===== config.mk =====
export PLATFORM = sky130hd
export DESIGN_NAME = cht_ctrl
export DESIGN_NICKNAME = d
export VERILOG_FILES = /design/src/sv/cht_pkg.sv /design/src/sv/cht_ctrl.sv
export SDC_FILE = /design/constraint.sdc
export NUM_CORES = 1
export LEC_CHECK = 0
export ABC_AREA = 1
export BUFFER_PORTS_ARGS = -buffer_cell sky130_fd_sc_hd__clkbuf_2
export CORE_AREA = 5 5 42 44
export CTS_CLUSTER_SIZE = 25
export DETAILED_ROUTE_END_ITERATION = 12
export DIE_AREA = 0 0 47 49
export GPL_ROUTABILITY_DRIVEN = 0
export PLACE_DENSITY_LB_ADDON = 0.25
export SLEW_MARGIN = 20
export SYNTH_ARGS = -nofsm -noshare
export SYNTH_HDL_FRONTEND = slang
export SYNTH_SLANG_ARGS = --single-unit

===== constraint.sdc =====
create_clock -name clk -period 1.22 [get_ports clk]
set_input_delay 0.183 -clock clk [delete_from_list [all_inputs] [get_ports clk]]
set_output_delay 0.183 -clock clk [all_outputs]
set_load 0.02 [all_outputs]

===== src/sv/cht_pkg.sv =====
package cht_pkg;

	// table geometry
	localparam int BUCKETS    = 64;
	localparam int WAYS       = 4;
	localparam int KEY_BITS   = 32;
	localparam int VALUE_BITS = 32;

	localparam int SLOTS    = BUCKETS * WAYS;
	localparam int BUCKET_W = $clog2(BUCKETS);
	localparam int WAY_W    = (WAYS > 1) ? $clog2(WAYS) : 1;
	localparam int SLOT_W   = $clog2(SLOTS);
	localparam int COUNT_W  = $clog2(SLOTS + 1);

	// key and value bits actually kept (the fields are 32 bits wide)
	localparam int KEY_W = (KEY_BITS < 32) ? KEY_BITS : 32;
	localparam int VAL_W = (VALUE_BITS < 32) ? VALUE_BITS : 32;
	localparam int ENTRY_W = KEY_W + VAL_W;

	// action codes
	localparam logic [1:0] ACT_PUT    = 2'd0;
	localparam logic [1:0] ACT_GET    = 2'd1;
	localparam logic [1:0] ACT_REMOVE = 2'd2;

	// status codes
	localparam logic [1:0] ST_OK     = 2'd0;
	localparam logic [1:0] ST_ABSENT = 2'd1;
	localparam logic [1:0] ST_FULL   = 2'd2;

	typedef struct packed {
		logic [1:0]         action;
		logic [31:0]        key;
		logic signed [31:0] value;
	} hash_req_t;

	typedef struct packed {
		logic [1:0]         status;
		logic signed [31:0] read_value;
		logic [8:0]         entry_count;
	} hash_rsp_t;

	// controller to datapath
	typedef struct packed {
		logic             load;
		logic             rd_en;
		logic [WAY_W-1:0] rd_way;
		logic             commit;
	} cht_cmd_t;

	// datapath to controller
	typedef struct packed {
		logic out_busy;
	} cht_sts_t;

endpackage


===== src/sv/cht_ctrl.sv =====
module cht_ctrl (
	input  logic              clk,
	input  logic              arst_n,
	input  logic              req_valid,
	output logic              req_ready,
	input  cht_pkg::cht_sts_t sts,
	output cht_pkg::cht_cmd_t cmd
);
	import cht_pkg::*;

	localparam logic [1:0] S_IDLE   = 2'd0;
	localparam logic [1:0] S_SCAN   = 2'd1;
	localparam logic [1:0] S_DRAIN  = 2'd2;
	localparam logic [1:0] S_COMMIT = 2'd3;

	logic [1:0]       state_q;
	logic [1:0]       state_d;
	logic [WAY_W-1:0] way_q;
	logic [WAY_W-1:0] way_d;

	always_comb begin
		state_d    = state_q;
		way_d      = way_q;
		req_ready  = 1'b0;
		cmd.load   = 1'b0;
		cmd.rd_en  = 1'b0;
		cmd.rd_way = way_q;
		cmd.commit = 1'b0;
		unique case (state_q)
			S_IDLE: begin
				req_ready = 1'b1;
				if (req_valid) begin
					cmd.load = 1'b1;
					way_d    = '0;
					state_d  = S_SCAN;
				end
			end
			S_SCAN: begin
				cmd.rd_en = 1'b1;
				if (way_q == WAY_W'(WAYS - 1)) begin
					state_d = S_DRAIN;
				end else begin
					way_d = way_q + WAY_W'(1);
				end
			end
			S_DRAIN: begin
				state_d = S_COMMIT;
			end
			S_COMMIT: begin
				if (!sts.out_busy) begin
					cmd.commit = 1'b1;
					state_d    = S_IDLE;
				end
			end
			default: begin
				state_d = S_IDLE;
			end
		endcase
	end

	always_ff @(posedge clk or negedge arst_n) begin
		if (!arst_n) begin
			state_q <= S_IDLE;
			way_q   <= '0;
		end else begin
			state_q <= state_d;
			way_q   <= way_d;
		end
	end

endmodule


==> impl_metrics.ini <==
[power_and_ir_drop]
p_leak_nw = 0.3036
p_per_area_mw_per_mm2 = 2673
ir_worst_vdd_mv = 1.104
p_total_mw = 1.462

[drt]
viasPerCell = 4.225
totalWireLength_um = 751
drtPass1Iterations = 2
drt.antenna.violating_nets = 0
drc_errors = 0
routedWlPerCell_um = 9.388
via_count = 338
dr.first_iter.drc_count = 3

[clock_network]
cts_buffers = 3
cts_max_level = 1
cts_max_path_buffers = 2
path_clk_slew_ps = 40
numClockSinks = 4
tritoncts = yes
root_buffer = clkbuf_4
clock_latency_ps = 240

[setup_path]
reg2regPathDepth = 8
required_ps = 1040
timing.rr.end = way_q[1]
worst-path-max-fanout = 4
r2r-start = state_q[0]
endpoint_kind = primary output
arrival_ps = 1120
critical_path_class = flip-flop to primary output
r2r_slack_ps = 40
cp-endpoint = cmd[4]
startpoint_type = flip-flop
startpoint = state_q[0]

[timing]
setup_viol = 3
maxSlewViolCount = 0
period_share_pct = 106.9
setup_tns_ps = -206.6
finalCriticalPeriod_ps = 1305
worst_clock_skew_ps = 5.167
tightest_slew_ps = 163.3
setup_slack_ps = -84.78
slew_headroom_pct = 89.09
fmax_mhz = 766.4
hold_viol = 0
rsz0062_at_grt = yes
whs_ps = 291.2

[logic_synthesis]
ys_ff_latch = 4
synth_nets = 57
ys_seq_area_share_pct = 30.65
syn_area_um2 = 326.6
synth.distinct_cells = 8
yosys_warnings = 0
avgSynthCellArea_um2 = 6.948
synth_cells = 47

[floorplan]
fp.dieW_um = 47
ios = 10
dieArea_mm2 = 0.002303
initial_core_util_pct = 23.30
placementRows = 14
core_mm2 = 0.001401
die_h_um = 49

[finish]
fillers = 157
fin_util_pct = 39.02
layout.nets = 76
syn_to_final_growth_pct = 67.43
antennaDiodeCount = 0
drive_gt1_share_pct = 48.44
final_area_um2 = 546.8
stdcell_count = 80

[global_route]
grt_pass1_wl_um = 1407
grt_pass1_vias = 335
track_usage_pct = 8.686
grt_max_degree = 7
antenna_found_initial = 0
overflow = 0

[place]
preCtsSetupSlack_ps = 15.06
hpwl_um = 547.8
dp_cells = 73
numPortBuffers = 9
placed_cell_area_um2 = 404.1

[outcome]
status = finished, violations left
violations = negative setup slack

[run]
drv_cap = 0

[worst_hold_path]
hold_class = input pin to async pin
metal layers:
layer | wire (µm) | GRT usage [%] | up-vias
met5 | 0 | 0 | -
met4 | 4 | 2.765 | 0
met3 | 66 | 7.011 | 2
met2 | 410 | 13.35 | 7
met1 | 270 | 8.647 | 154
li1 | - | - | 175
Yosys cell counts:
master    n  share of area, %
inv_1    11                13
nor2_1    2               2.3
nand2_2   1               1.9
nand3_1   4               6.1
dfrtp_1   4                31
nand4_1   2               3.8
nand2_1  17                20
ha_1      6                23
placed cells by master (no fill, tap or decap):
cell type       n
dfrtp_2         1
dlygate4sd3_1   1
nand3_2         2
nand2_8         1
nand2_1        15
dfrtp_1         3
clkbuf_4        4
ha_2            1
ha_1            3
buf_8           1
nor2_2          1
nand2_2         2
clkbuf_2        5
nor2_1          1
buf_4           2
ha_4            2
nand4_1         2
nand3_1         2
inv_2           5
buf_6           4
inv_1           6
state kept, by name, summed over array words and instances (netlist names):
name	flops
state_q	2
way_q	2
worst min-delay path by stage:
| stage | end | slack [ps] | cells after the start |
|---|---|---|---|
| after global placement | way_q[1] | -5 | 1 |
| after floorplan | state_q[0] | -110 | 0 |
| after detailed placement | way_q[1] | -6 | 1 |
| after global routing | way_q[1] | 300 | 2 |
| final | way_q[1] | 290 | 2 |
| after CTS | way_q[1] | 290 | 2 |
power by group:
part / internal, mW / leakage [nW] / switching [mW]
Sequential: 0.198 / 0.0503 / 0.0657
Clock: 0.110 / 0.0138 / 0.0522
Combinational: 0.474 / 0.240 / 0.562
Total: 0.782 / 0.304 / 0.680
area by class of cell:
class	instances	area [µm²]	share of cell area, %
multi-input combinational	32	244.0	44.62
timing repair buffer	14	117.6	21.51
sequential	4	101.3	18.54
inverter	11	41.29	7.551
clock buffer	3	22.52	4.119
tap	16	20.02	3.661
critical path, stage by stage, from the launching register on:
cell     delay, ps
dfrtp_2        440
inv_2          100
ha_4           160
nand2_2         50
inv_2           50
buf_8          100
cells by family (layout without fill, tap and decap cells):
kind of cell	count (synthesis)	in the layout	share of synthesized area, %
buf+inv	11	28	12.64
flops	4	4	30.65
fa+ha+maj	6	6	22.99
simple gates	26	26	33.72
timing repair:
| item | CTS | global route |
|---|---|---|
| resized for setup | 15 | 13 |
| endpoints found under the hold margin | 4 | 0 |
| buffers inserted | 3 | 0 |
| pin swaps | 1 | 2 |
| hold buffers | 1 | 0 |
| setup endpoints to repair | 4 | 8 |
| gates cloned | 0 | 0 |
Power figures use the tool's default switching activity.
